==> src/sv/fhpc_pkg.sv <==
// Shared types, constants and lookup functions for the frame header classifier.
`default_nettype none
package fhpc_pkg;

  typedef enum logic [3:0] {
    ETH_CLASS_UNKNOWN  = 4'd0,
    ETH_CLASS_IPV4     = 4'd1,
    ETH_CLASS_ARP      = 4'd2,
    ETH_CLASS_IPV6     = 4'd3,
    ETH_CLASS_X75      = 4'd4,
    ETH_CLASS_PUP      = 4'd5,
    ETH_CLASS_RARP     = 4'd6,
    ETH_CLASS_MPLS_UNI = 4'd7,
    ETH_CLASS_MPLS_MC  = 4'd8,
    ETH_CLASS_SPECIAL  = 4'd9
  } ether_class_e;

  typedef enum logic [1:0] {
    L4_NONE = 2'd0,
    L4_TCP  = 2'd1,
    L4_UDP  = 2'd2
  } l4_kind_e;

  typedef enum logic [3:0] {
    APP_NONE  = 4'd0,
    APP_HTTP  = 4'd1,
    APP_HTTPS = 4'd2,
    APP_FTP   = 4'd3,
    APP_SMTP  = 4'd4,
    APP_SSH   = 4'd5,
    APP_SIP   = 4'd6,
    APP_DNS   = 4'd7,
    APP_DHCP  = 4'd8,
    APP_TFTP  = 4'd9,
    APP_SNMP  = 4'd10,
    APP_RIP   = 4'd11
  } app_class_e;

  localparam logic [15:0] ETYPE_IPV4     = 16'h0800;
  localparam logic [15:0] ETYPE_ARP      = 16'h0806;
  localparam logic [15:0] ETYPE_IPV6     = 16'h86DD;
  localparam logic [15:0] ETYPE_X75      = 16'h0801;
  localparam logic [15:0] ETYPE_PUP      = 16'h0805;
  localparam logic [15:0] ETYPE_RARP     = 16'h8035;
  localparam logic [15:0] ETYPE_MPLS_UNI = 16'h8847;
  localparam logic [15:0] ETYPE_MPLS_MC  = 16'h8848;
  localparam logic [15:0] ETYPE_SPECIAL  = 16'h9000;

  localparam logic [7:0] PROTO_TCP = 8'd6;
  localparam logic [7:0] PROTO_UDP = 8'd17;

  localparam logic [7:0] TLS_HANDSHAKE = 8'h16;

  localparam logic [15:0] PORT_FTP   = 16'd21;
  localparam logic [15:0] PORT_SSH   = 16'd22;
  localparam logic [15:0] PORT_SMTP  = 16'd25;
  localparam logic [15:0] PORT_DNS   = 16'd53;
  localparam logic [15:0] PORT_DHCPS = 16'd67;
  localparam logic [15:0] PORT_DHCPC = 16'd68;
  localparam logic [15:0] PORT_TFTP  = 16'd69;
  localparam logic [15:0] PORT_HTTP  = 16'd80;
  localparam logic [15:0] PORT_SNMP  = 16'd161;
  localparam logic [15:0] PORT_HTTPS = 16'd443;
  localparam logic [15:0] PORT_RIP   = 16'd520;
  localparam logic [15:0] PORT_SIP   = 16'd5060;

  localparam int unsigned NUM_PREFIXES   = 8;
  localparam int unsigned PREFIX_MAX_LEN = 10;

  // Prefix bits: USER, PASS, EHLO, MAIL FROM:, RCPT TO:, DATA, SSH-, SIP
  localparam int unsigned PFX_USER = 0;
  localparam int unsigned PFX_PASS = 1;
  localparam int unsigned PFX_EHLO = 2;
  localparam int unsigned PFX_MAIL = 3;
  localparam int unsigned PFX_RCPT = 4;
  localparam int unsigned PFX_DATA = 5;
  localparam int unsigned PFX_SSH  = 6;
  localparam int unsigned PFX_SIP  = 7;

  localparam logic [7:0] PREFIX_TEXT [NUM_PREFIXES][PREFIX_MAX_LEN] = '{
    '{8'h55, 8'h53, 8'h45, 8'h52, 8'h20, 8'h00, 8'h00, 8'h00, 8'h00, 8'h00},
    '{8'h50, 8'h41, 8'h53, 8'h53, 8'h20, 8'h00, 8'h00, 8'h00, 8'h00, 8'h00},
    '{8'h45, 8'h48, 8'h4C, 8'h4F, 8'h20, 8'h00, 8'h00, 8'h00, 8'h00, 8'h00},
    '{8'h4D, 8'h41, 8'h49, 8'h4C, 8'h20, 8'h46, 8'h52, 8'h4F, 8'h4D, 8'h3A},
    '{8'h52, 8'h43, 8'h50, 8'h54, 8'h20, 8'h54, 8'h4F, 8'h3A, 8'h00, 8'h00},
    '{8'h44, 8'h41, 8'h54, 8'h41, 8'h00, 8'h00, 8'h00, 8'h00, 8'h00, 8'h00},
    '{8'h53, 8'h53, 8'h48, 8'h2D, 8'h00, 8'h00, 8'h00, 8'h00, 8'h00, 8'h00},
    '{8'h53, 8'h49, 8'h50, 8'h00, 8'h00, 8'h00, 8'h00, 8'h00, 8'h00, 8'h00}
  };

  localparam logic [3:0] PREFIX_LEN [NUM_PREFIXES] = '{
    4'd5, 4'd5, 4'd5, 4'd10, 4'd8, 4'd4, 4'd4, 4'd3
  };

  function automatic ether_class_e class_of_type(input logic [15:0] t);
    ether_class_e c;
    unique case (t)
      ETYPE_IPV4:     c = ETH_CLASS_IPV4;
      ETYPE_ARP:      c = ETH_CLASS_ARP;
      ETYPE_IPV6:     c = ETH_CLASS_IPV6;
      ETYPE_X75:      c = ETH_CLASS_X75;
      ETYPE_PUP:      c = ETH_CLASS_PUP;
      ETYPE_RARP:     c = ETH_CLASS_RARP;
      ETYPE_MPLS_UNI: c = ETH_CLASS_MPLS_UNI;
      ETYPE_MPLS_MC:  c = ETH_CLASS_MPLS_MC;
      ETYPE_SPECIAL:  c = ETH_CLASS_SPECIAL;
      default:        c = ETH_CLASS_UNKNOWN;
    endcase
    return c;
  endfunction

  function automatic logic proto_in_table(input logic [7:0] p);
    logic k;
    if (p <= 8'd33) begin
      k = 1'b1;
    end else begin
      unique case (p)
        8'd41, 8'd43, 8'd44, 8'd46, 8'd47, 8'd50, 8'd51,
        8'd60, 8'd67, 8'd68, 8'd89, 8'd128, 8'd253, 8'd254: k = 1'b1;
        default: k = 1'b0;
      endcase
    end
    return k;
  endfunction

endpackage
`default_nettype wire

==> src/sv/fhpc_in_if.sv <==
// Frame byte channel: valid/ready handshake with byte and end-of-frame mark.
`default_nettype none
interface fhpc_in_if;
  logic       valid;
  logic       ready;
  logic [7:0] frame_byte;
  logic       last_byte;

  modport source (output valid, output frame_byte, output last_byte, input ready);
  modport sink   (input valid, input frame_byte, input last_byte, output ready);
endinterface
`default_nettype wire

==> src/sv/fhpc_out_if.sv <==
// Classification result channel: valid/ready handshake with per-frame result fields.
`default_nettype none
interface fhpc_out_if;
  logic        valid;
  logic        ready;
  logic [15:0] eth_type;
  logic [3:0]  ether_class;
  logic [7:0]  ipv4_proto;
  logic        protocol_known;
  logic [1:0]  l4_kind;
  logic [15:0] source_port;
  logic [15:0] dest_port;
  logic [7:0]  tcp_flag_bits;
  logic [3:0]  app_class;
  logic        truncated;

  modport source (
    output valid, input ready,
    output eth_type, output ether_class, output ipv4_proto, output protocol_known,
    output l4_kind, output source_port, output dest_port, output tcp_flag_bits,
    output app_class, output truncated
  );
  modport sink (
    input valid, output ready,
    input eth_type, input ether_class, input ipv4_proto, input protocol_known,
    input l4_kind, input source_port, input dest_port, input tcp_flag_bits,
    input app_class, input truncated
  );
endinterface
`default_nettype wire

==> src/sv/frame_header_protocol_classifier_core.sv <==
// Top level: per-byte Ethernet/IPv4/L4 header parser and per-frame classifier.
//
// Usage:
//   in_i carries one frame byte per transaction, wire order, last_byte set on the
//   final byte. out_o carries one result transaction per frame: ethertype and
//   class, IPv4 protocol, L4 kind, ports, TCP flags, application class and a
//   truncated flag.
//   Throughput: one byte per cycle while in_i.ready is high, with no gap needed
//   between frames. The parse state is updated at each byte; once the last
//   byte is taken and the output stage is free, the result is built from the
//   parse state and registered in the output stage, raising out_o.valid.
//   Stall: a held result in the output stage does not stop byte intake. Only
//   when a finished frame waits for that stage while it is still full does
//   in_i.ready drop, until out_o is taken.
//   Reset: all parse state returns to its idle values, no result is pending.
//   Bytes beyond MAX_FRAME_BYTES are dropped until the end-of-frame mark.
`default_nettype none
module frame_header_protocol_classifier_core
  import fhpc_pkg::*;
#(
  parameter int unsigned MAX_FRAME_BYTES = 16383
) (
  input  wire logic   clk_i,
  input  wire logic   rst_ni,
  fhpc_in_if.sink     in_i,
  fhpc_out_if.source  out_o
);

  localparam int unsigned OFF_W = $clog2(MAX_FRAME_BYTES + 1);
  localparam int unsigned CW    = ((OFF_W > 8) ? OFF_W : 8) + 1;
  localparam logic [OFF_W-1:0] OFF_MAX = OFF_W'(MAX_FRAME_BYTES);

  // parse state
  logic [OFF_W-1:0] offset_q, offset_d;
  logic [3:0]       ihl_q, ihl_d;
  logic [3:0]       tcp_words_q, tcp_words_d;
  logic [15:0]      etype_q, etype_d;
  logic [7:0]       proto_q, proto_d;
  logic [15:0]      sport_q, sport_d;
  logic [15:0]      dport_q, dport_d;
  logic [7:0]       flags_q, flags_d;
  logic [OFF_W-1:0] pcount_q, pcount_d;
  logic [7:0]       pmatch_q, pmatch_d;
  logic [7:0]       first_q, first_d;

  logic pend_q, pend_d;
  logic out_valid_q;
  logic slot_free, in_fire, state_en, finish_now;

  assign slot_free  = !out_valid_q || out_o.ready;
  assign in_i.ready = !(pend_q && !slot_free);
  assign in_fire    = in_i.valid && in_i.ready;
  assign finish_now = pend_q && slot_free;
  assign state_en   = in_fire || finish_now;
  assign pend_d     = in_fire && in_i.last_byte;

  // per-byte update, starting from idle state when the previous frame closes
  always_comb begin
    logic [OFF_W-1:0] p;
    logic [7:0]       b;
    logic [CW-1:0]    p_ext, l4_ext, rel, start, k;
    logic             in_l4, pay;
    p      = pend_q ? '0 : offset_q;
    ihl_d       = pend_q ? '0 : ihl_q;
    tcp_words_d = pend_q ? '0 : tcp_words_q;
    etype_d     = pend_q ? '0 : etype_q;
    proto_d     = pend_q ? '0 : proto_q;
    sport_d     = pend_q ? '0 : sport_q;
    dport_d     = pend_q ? '0 : dport_q;
    flags_d     = pend_q ? '0 : flags_q;
    pcount_d    = pend_q ? '0 : pcount_q;
    pmatch_d    = pend_q ? '1 : pmatch_q;
    first_d     = pend_q ? '0 : first_q;
    offset_d    = p;
    b      = in_i.frame_byte;
    p_ext  = CW'(p);
    l4_ext = CW'(14) + CW'({ihl_d, 2'b00});
    rel    = p_ext - l4_ext;
    in_l4  = (ihl_d != 4'd0) && (p_ext >= CW'(24)) && (p_ext >= l4_ext);
    start  = (proto_d == PROTO_TCP) ? CW'({tcp_words_d, 2'b00}) : CW'(8);
    pay    = in_l4 && (rel >= start) &&
             ((proto_d == PROTO_UDP) ||
              ((proto_d == PROTO_TCP) && (tcp_words_d != 4'd0)));
    k      = rel - start;

    if (in_fire && (p < OFF_MAX)) begin
      offset_d = p + OFF_W'(1);
      if (p == OFF_W'(12)) etype_d[15:8] = b;
      if (p == OFF_W'(13)) etype_d[7:0]  = b;
      if (p == OFF_W'(14)) ihl_d = (b[3:0] < 4'd5) ? 4'd5 : b[3:0];
      if (p == OFF_W'(23)) proto_d = b;
      if (in_l4) begin
        if (rel == CW'(0)) sport_d[15:8] = b;
        if (rel == CW'(1)) sport_d[7:0]  = b;
        if (rel == CW'(2)) dport_d[15:8] = b;
        if (rel == CW'(3)) dport_d[7:0]  = b;
        if (proto_d == PROTO_TCP) begin
          if (rel == CW'(12)) tcp_words_d = (b[7:4] < 4'd5) ? 4'd5 : b[7:4];
          if (rel == CW'(13)) flags_d = b;
        end
      end
      if (pay) begin
        if (k == CW'(0)) first_d = b;
        if (k < CW'(PREFIX_MAX_LEN)) begin
          for (int i = 0; i < NUM_PREFIXES; i++) begin
            if ((k[3:0] < PREFIX_LEN[i]) && (PREFIX_TEXT[i][k[3:0]] != b)) begin
              pmatch_d[i] = 1'b0;
            end
          end
        end
        if (pcount_d < OFF_MAX) pcount_d = pcount_d + OFF_W'(1);
      end
    end
  end

  always_ff @(posedge clk_i or negedge rst_ni) begin
    if (!rst_ni) begin
      offset_q    <= '0;
      ihl_q       <= '0;
      tcp_words_q <= '0;
      etype_q     <= '0;
      proto_q     <= '0;
      sport_q     <= '0;
      dport_q     <= '0;
      flags_q     <= '0;
      pcount_q    <= '0;
      pmatch_q    <= '1;
      first_q     <= '0;
      pend_q      <= 1'b0;
    end else if (state_en) begin
      offset_q    <= offset_d;
      ihl_q       <= ihl_d;
      tcp_words_q <= tcp_words_d;
      etype_q     <= etype_d;
      proto_q     <= proto_d;
      sport_q     <= sport_d;
      dport_q     <= dport_d;
      flags_q     <= flags_d;
      pcount_q    <= pcount_d;
      pmatch_q    <= pmatch_d;
      first_q     <= first_d;
      pend_q      <= pend_d;
    end
  end

  // end-of-frame result from the parse state
  logic [15:0]  r_et, r_sp, r_dp;
  ether_class_e r_ec;
  logic [7:0]   r_pr, r_fl;
  logic         r_known, r_trunc;
  l4_kind_e     r_kind;
  app_class_e   r_app;

  always_comb begin
    logic [CW-1:0] n, l4;
    logic [7:0]    hp;
    n  = CW'(offset_q);
    l4 = CW'(14) + CW'({ihl_q, 2'b00});
    for (int i = 0; i < NUM_PREFIXES; i++) begin
      hp[i] = pmatch_q[i] && (pcount_q >= OFF_W'(PREFIX_LEN[i]));
    end
    r_et = '0; r_ec = ETH_CLASS_UNKNOWN; r_pr = '0; r_known = 1'b0; r_kind = L4_NONE;
    r_sp = '0; r_dp = '0; r_fl = '0; r_app = APP_NONE; r_trunc = 1'b0;
    if (n >= CW'(14)) begin
      r_et = etype_q;
      r_ec = class_of_type(etype_q);
    end
    if (n >= CW'(24)) begin
      r_pr    = proto_q;
      r_known = proto_in_table(proto_q);
      r_kind  = (proto_q == PROTO_TCP) ? L4_TCP :
                (proto_q == PROTO_UDP) ? L4_UDP : L4_NONE;
    end
    if ((n < CW'(15)) || (ihl_q == 4'd0)) begin
      r_trunc = 1'b1;
    end else begin
      if (n < l4) r_trunc = 1'b1;
      if ((r_kind != L4_NONE) && (n >= l4 + CW'(4))) begin
        r_sp = sport_q;
        r_dp = dport_q;
      end
      if (r_kind == L4_TCP) begin
        if (n >= l4 + CW'(14)) r_fl = flags_q;
        if ((tcp_words_q == 4'd0) || (n < l4 + CW'({tcp_words_q, 2'b00}))) r_trunc = 1'b1;
      end else if (r_kind == L4_UDP) begin
        if (n < l4 + CW'(8)) r_trunc = 1'b1;
      end
    end
    if (pcount_q != '0) begin
      if (r_kind == L4_TCP) begin
        priority if (r_sp == PORT_HTTP || r_dp == PORT_HTTP) begin
          r_app = APP_HTTP;
        end else if (r_sp == PORT_HTTPS || r_dp == PORT_HTTPS) begin
          r_app = ((pcount_q > OFF_W'(5)) && (first_q == TLS_HANDSHAKE)) ? APP_HTTPS : APP_HTTP;
        end else if ((r_sp == PORT_FTP || r_dp == PORT_FTP) &&
                     (hp[PFX_USER] || hp[PFX_PASS])) begin
          r_app = APP_FTP;
        end else if ((r_sp == PORT_SMTP || r_dp == PORT_SMTP) &&
                     (hp[PFX_EHLO] || hp[PFX_MAIL] || hp[PFX_RCPT] || hp[PFX_DATA])) begin
          r_app = APP_SMTP;
        end else if ((r_sp == PORT_SSH || r_dp == PORT_SSH) && hp[PFX_SSH]) begin
          r_app = APP_SSH;
        end else if ((r_sp == PORT_SIP || r_dp == PORT_SIP) && hp[PFX_SIP]) begin
          r_app = APP_SIP;
        end else begin
          r_app = APP_NONE;
        end
      end else if (r_kind == L4_UDP) begin
        priority if (r_sp == PORT_DNS || r_dp == PORT_DNS) begin
          r_app = APP_DNS;
        end else if (r_sp == PORT_DHCPS || r_dp == PORT_DHCPS ||
                     r_sp == PORT_DHCPC || r_dp == PORT_DHCPC) begin
          r_app = APP_DHCP;
        end else if (r_sp == PORT_TFTP || r_dp == PORT_TFTP) begin
          r_app = APP_TFTP;
        end else if (r_sp == PORT_SNMP || r_dp == PORT_SNMP) begin
          r_app = APP_SNMP;
        end else if (r_sp == PORT_RIP || r_dp == PORT_RIP) begin
          r_app = APP_RIP;
        end else begin
          r_app = APP_NONE;
        end
      end
    end
  end

  // output stage
  logic [15:0] o_et_q, o_sp_q, o_dp_q;
  logic [3:0]  o_ec_q, o_app_q;
  logic [7:0]  o_pr_q, o_fl_q;
  logic [1:0]  o_kind_q;
  logic        o_known_q, o_trunc_q;

  always_ff @(posedge clk_i or negedge rst_ni) begin
    if (!rst_ni) begin
      out_valid_q <= 1'b0;
    end else if (finish_now) begin
      out_valid_q <= 1'b1;
    end else if (out_o.ready) begin
      out_valid_q <= 1'b0;
    end
  end

  always_ff @(posedge clk_i) begin
    if (finish_now) begin
      o_et_q    <= r_et;
      o_ec_q    <= r_ec;
      o_pr_q    <= r_pr;
      o_known_q <= r_known;
      o_kind_q  <= r_kind;
      o_sp_q    <= r_sp;
      o_dp_q    <= r_dp;
      o_fl_q    <= r_fl;
      o_app_q   <= r_app;
      o_trunc_q <= r_trunc;
    end
  end

  assign out_o.valid          = out_valid_q;
  assign out_o.eth_type       = o_et_q;
  assign out_o.ether_class    = o_ec_q;
  assign out_o.ipv4_proto     = o_pr_q;
  assign out_o.protocol_known = o_known_q;
  assign out_o.l4_kind        = o_kind_q;
  assign out_o.source_port    = o_sp_q;
  assign out_o.dest_port      = o_dp_q;
  assign out_o.tcp_flag_bits  = o_fl_q;
  assign out_o.app_class      = o_app_q;
  assign out_o.truncated      = o_trunc_q;

endmodule
`default_nettype wire

==> src/flat_wrapper.sv <==
// flat-port wrapper written by rule: the top's interface ports become plain ports
module frame_header_protocol_classifier_core_flat import fhpc_pkg::*;
#(
  parameter int unsigned MAX_FRAME_BYTES = 16383
)
  (clk_i, rst_ni, in_i_valid, in_i_frame_byte, in_i_last_byte, in_i_ready, out_o_valid, out_o_ready, out_o_eth_type, out_o_ether_class, out_o_ipv4_proto, out_o_protocol_known, out_o_l4_kind, out_o_source_port, out_o_dest_port, out_o_tcp_flag_bits, out_o_app_class, out_o_truncated);
  fhpc_in_if in_i_i ();
  fhpc_out_if out_o_i ();
  input  wire logic clk_i;
  input  wire logic rst_ni;
  input wire logic [$bits(in_i_i.valid)-1:0] in_i_valid;
  input wire logic [$bits(in_i_i.frame_byte)-1:0] in_i_frame_byte;
  input wire logic [$bits(in_i_i.last_byte)-1:0] in_i_last_byte;
  output wire logic [$bits(in_i_i.ready)-1:0] in_i_ready;
  output wire logic [$bits(out_o_i.valid)-1:0] out_o_valid;
  input wire logic [$bits(out_o_i.ready)-1:0] out_o_ready;
  output wire logic [$bits(out_o_i.eth_type)-1:0] out_o_eth_type;
  output wire logic [$bits(out_o_i.ether_class)-1:0] out_o_ether_class;
  output wire logic [$bits(out_o_i.ipv4_proto)-1:0] out_o_ipv4_proto;
  output wire logic [$bits(out_o_i.protocol_known)-1:0] out_o_protocol_known;
  output wire logic [$bits(out_o_i.l4_kind)-1:0] out_o_l4_kind;
  output wire logic [$bits(out_o_i.source_port)-1:0] out_o_source_port;
  output wire logic [$bits(out_o_i.dest_port)-1:0] out_o_dest_port;
  output wire logic [$bits(out_o_i.tcp_flag_bits)-1:0] out_o_tcp_flag_bits;
  output wire logic [$bits(out_o_i.app_class)-1:0] out_o_app_class;
  output wire logic [$bits(out_o_i.truncated)-1:0] out_o_truncated;
  assign in_i_i.valid = in_i_valid;
  assign in_i_i.frame_byte = in_i_frame_byte;
  assign in_i_i.last_byte = in_i_last_byte;
  assign in_i_ready = in_i_i.ready;
  assign out_o_valid = out_o_i.valid;
  assign out_o_i.ready = out_o_ready;
  assign out_o_eth_type = out_o_i.eth_type;
  assign out_o_ether_class = out_o_i.ether_class;
  assign out_o_ipv4_proto = out_o_i.ipv4_proto;
  assign out_o_protocol_known = out_o_i.protocol_known;
  assign out_o_l4_kind = out_o_i.l4_kind;
  assign out_o_source_port = out_o_i.source_port;
  assign out_o_dest_port = out_o_i.dest_port;
  assign out_o_tcp_flag_bits = out_o_i.tcp_flag_bits;
  assign out_o_app_class = out_o_i.app_class;
  assign out_o_truncated = out_o_i.truncated;
  frame_header_protocol_classifier_core #(.MAX_FRAME_BYTES(MAX_FRAME_BYTES)) u_core (.clk_i(clk_i), .rst_ni(rst_ni), .in_i(in_i_i), .out_o(out_o_i));
endmodule
==> config.mk <==
export PLATFORM = sky130hd
export DESIGN_NAME = frame_header_protocol_classifier_core_flat
export DESIGN_NICKNAME = d
export VERILOG_FILES = /design/src/sv/fhpc_pkg.sv /design/src/sv/fhpc_in_if.sv /design/src/sv/fhpc_out_if.sv /design/src/sv/frame_header_protocol_classifier_core.sv /design/src/flat_wrapper.sv
export SDC_FILE = /design/constraint.sdc
export NUM_CORES = 1
export LEC_CHECK = 0
export ABC_AREA = 1
export BUFFER_PORTS_ARGS = -buffer_cell sky130_fd_sc_hd__buf_2
export CORE_ASPECT_RATIO = 2
export CORE_MARGIN = 8
export CORE_UTILIZATION = 30
export CTS_CLUSTER_DIAMETER = 200
export DETAILED_ROUTE_END_ITERATION = 10
export GPL_TIMING_DRIVEN = 0
export PLACE_DENSITY = 0.42
export SLEW_MARGIN = 20
export SYNTH_ARGS = -nofsm -noshare
export SYNTH_HDL_FRONTEND = slang
export SYNTH_SLANG_ARGS = --single-unit
==> constraint.sdc <==
create_clock -name clk_i -period 11.1 [get_ports clk_i]
set_input_delay 0.555 -clock clk_i [delete_from_list [all_inputs] [get_ports clk_i]]
set_output_delay 0.555 -clock clk_i [all_outputs]
set_load 0.02 [all_outputs]
==> flow_summary.json <==
{
  "status": "finished clean",
  "period_minus_slack_ns": 5.731,
  "power_density_nw_per_um2": 116.4,
  "worst-path-max-fanout": 10,
  "drc": 0,
  "antenna_found_initial": 1,
  "cp_slowest_cell": "buf_1",
  "clk_latency_ns": 0.48,
  "vias": 13070,
  "multi_input_area_um2": 7350,
  "criticalPathCategory": "register to register",
  "die_h_um": 320.8,
  "fin_cells": 2579,
  "yosysMostFrequentCell": "nand2_1",
  "vdd_ir_drop_max_uv": 103.4,
  "hold-worst-slack_ns": 0.2871,
  "ys_types": 63,
  "rsz0062_at_grt": "no",
  "root_buffer": "clkbuf_16",
  "critical_path.max_stage_delay_ns": 0.69,
  "synth_fp_nets": 1960,
  "grtUsageTotal_pct": 19.80,
  "cp_data_arrival_time_ns": 6.14,
  "dp.final_hpwl_um": 40530,
  "drv_slew": 0,
  "grt_first_pass_wirelength_um": 81250,
  "end_kind": "register",
  "fin_crit_sh_pct": 51.63,
  "place_congestion": 0.9038,
  "yosys_warnings": 0,
  "synth_seq_cells": 194,
  "cts_tree": "done",
  "use_met3_pct": 2.603,
  "drt-initial-drc-count": 997,
  "tns_ns": 0,
  "cts-buffers-inserted": 17,
  "drt-total-wl_um": 53130,
  "htree_levels": 4,
  "cpMostUsedCell": "nand2_1",
  "drive_gt1_share_pct": 12.29,
  "clock_sinks": 194,
  "finalSetupViolations": 0,
  "yosys-top-cells-count": "nand2_1 (368), nor2_1 (258), inv_1 (237), o21ai_0 (128), nand3_1 (126)",
  "num_antenna_cells": 0,
  "max_cap_viol_count": 0,
  "synth_top_area_share_pct": 19.75,
  "ys.flop_type": "dfrtp_1",
  "seq_area_frac_synth_pct": 37.64,
  "synth.largest_area_cell": "dfrtp_1",
  "avgSynthCellArea_um2": 7.381,
  "async_flop_share_pct": 60.82,
  "gr-total-overflow": 0,
  "path_buf_inv": 5,
  "grt_pass1_vias": 12850,
  "antenna_left": 0,
  "required_ns": 11.51,
  "io_pins": 91,
  "chipWidth_um": 168.4,
  "wl_per_cell_um": 20.60,
  "synthCells": 1888,
  "max_freq_mhz": 174.5,
  "port_buffers": 86,
  "grt_max_degree": 82,
  "die_area_um2": 54020,
  "dr.pass1.iters": 6,
  "seq_area_um2": 5245,
  "grt_util_met1_pct": 25.53,
  "tightest_slew_ns": 1.253,
  "p_leak_nw": 7.037,
  "fin_nets": 2068,
  "slew_headroom_pct": 16.18,
  "n_fill_cell": 5032,
  "placed_cells": 2546,
  "avgViaCountPerCell": 5.066,
  "path_clk_slew_ns": 0.08,
  "synth_edf_count": 76,
  "critical-path-top-delay-family": "buffers and inverters",
  "num_rows": 112,
  "hold_class": "primary input to register",
  "startpoint_type": "register",
  "hold_viol_final": 0,
  "synth.area.top_cells": "dfrtp_1 (20%), edfxtp_1 (16%), nand2_1 (9.9%)",
  "initial_utilization_pct": 30.14,
  "cp_cell_sequence": "buf_6, buf_4, clkbuf_1, buf_1, nor2_1, ha_1, xor2_1, fa_1, nor2_1, clkinv_1, nor2_2, nand2_1, nor2_1, nand4_1, nand2_1, nand2_1, nand2_1",
  "synth_area_um2": 13940,
  "grt_util_met2_pct": 33.76,
  "fin_skew_ns": 0.01964,
  "synthToLayoutAreaGrowth_pct": 13.04,
  "max-clock-path-buffers": 2,
  "grt-busiest-layer": "met2",
  "coreArea_um2": 46240
}
## worst paths after layout
path / from / to / slack, ns / cells after the start
min in group asynchronous: rst_ni / u_core.flags_q[3] / 0.54 / 2
min reg2reg: u_core.first_q[6] / u_core.first_q[6] / 0.48 / 2
min: out_o_ready / u_core.out_o.valid / 0.29 / 2
max: u_core.pend_q / u_core.first_q[6] / 5.37 / 17
max reg2reg: u_core.pend_q / u_core.first_q[6] / 5.37 / 17
max in group asynchronous: rst_ni / u_core.offset_q[13] / 9.77 / 3
## placed cells by master (no fill, tap or decap), drive strengths merged, types with 8 or more instances in the layout
| master | netlist | layout |
|---|---|---|
| buf | 36 | 124 |
| nand2 | 387 | 387 |
| dfstp | 8 | 8 |
| a21oi | 57 | 57 |
| xor2 | 50 | 50 |
| o211ai | 41 | 41 |
| nand3 | 137 | 137 |
| nand4 | 52 | 52 |
| dfrtp | 110 | 110 |
| clkinv | 5 | 10 |
| nor2 | 274 | 274 |
| ha | 56 | 56 |
| nor3 | 49 | 49 |
| o22ai | 16 | 16 |
| nor4 | 16 | 16 |
| edfxtp | 76 | 76 |
| clkbuf | 34 | 51 |
| inv | 256 | 265 |
| or2 | 9 | 9 |
| o21ai | 166 | 166 |
## flip-flops by register name, indices dropped and copies added (netlist names), 14 cells and up
signal                    flops
u_core.etype_q               16
u_core.out_o.dest_port       16
u_core.out_o.eth_type        16
u_core.pcount_q              14
u_core.sport_q               16
u_core.out_o.source_port     16
u_core.offset_q              14
u_core.dport_q               16
## per-stage QoR
stage | util, % | total power [mW] | worst slack, ns | area (µm²)
floorplan | - | 1.048 | 7.014 | 13940
global placement | 32.61 | 1.196 | 5.366 | 15080
detailed placement | 32.76 | 1.193 | 5.431 | 15150
CTS | 34.06 | 1.859 | 5.424 | 15750
global route | 34.06 | 1.919 | 5.053 | 15750
finish | 34.06 | 1.834 | 5.369 | 15750
## per-layer routing
layer	routed length [µm]	up-vias
met5	0	-
met3	2291	57
met2	25760	328
li1	-	6500
met4	1376	0
met1	23700	6180
## what timing repair did
action                                 CTS  global route
endpoints found under the hold margin   29             0
resized for setup                        0             0
hold buffers                             1             0
buffers inserted                         0             0
## logic make-up (layout without fill, tap and decap cells)
group	Yosys count	count (layout)	share of synthesized area [%]
AO/OA/AOI/OAI	316	316	13.21
XOR/XNOR	56	56	3.573
adder cells (fa/ha/maj)	59	59	5.459
buffers and inverters	331	452	9.625
flip-flops	194	194	37.64
other	1	1	0.02691
AND/OR/NAND/NOR	931	931	30.47
## area by class of cell
type,count,area share [%]
plain buffers,70,2.272
clock inverters,15,1.072
clock buffers,17,2.701
well taps,570,4.527
inverters,261,6.267
flip-flops and latches,194,33.30
repair buffers,89,3.209
multi-input cells,1363,46.66
## power breakdown
| part | internal, mW | leakage [nW] | total, mW | switching [mW] |
|---|---|---|---|---|
| logic | 0.0934 | 4.43 | 0.368 | 0.274 |
| clock network | 0.306 | 0.289 | 0.653 | 0.347 |
| registers | 0.782 | 2.32 | 0.813 | 0.0313 |
No activity file was read; power rests on OpenSTA's default activity.
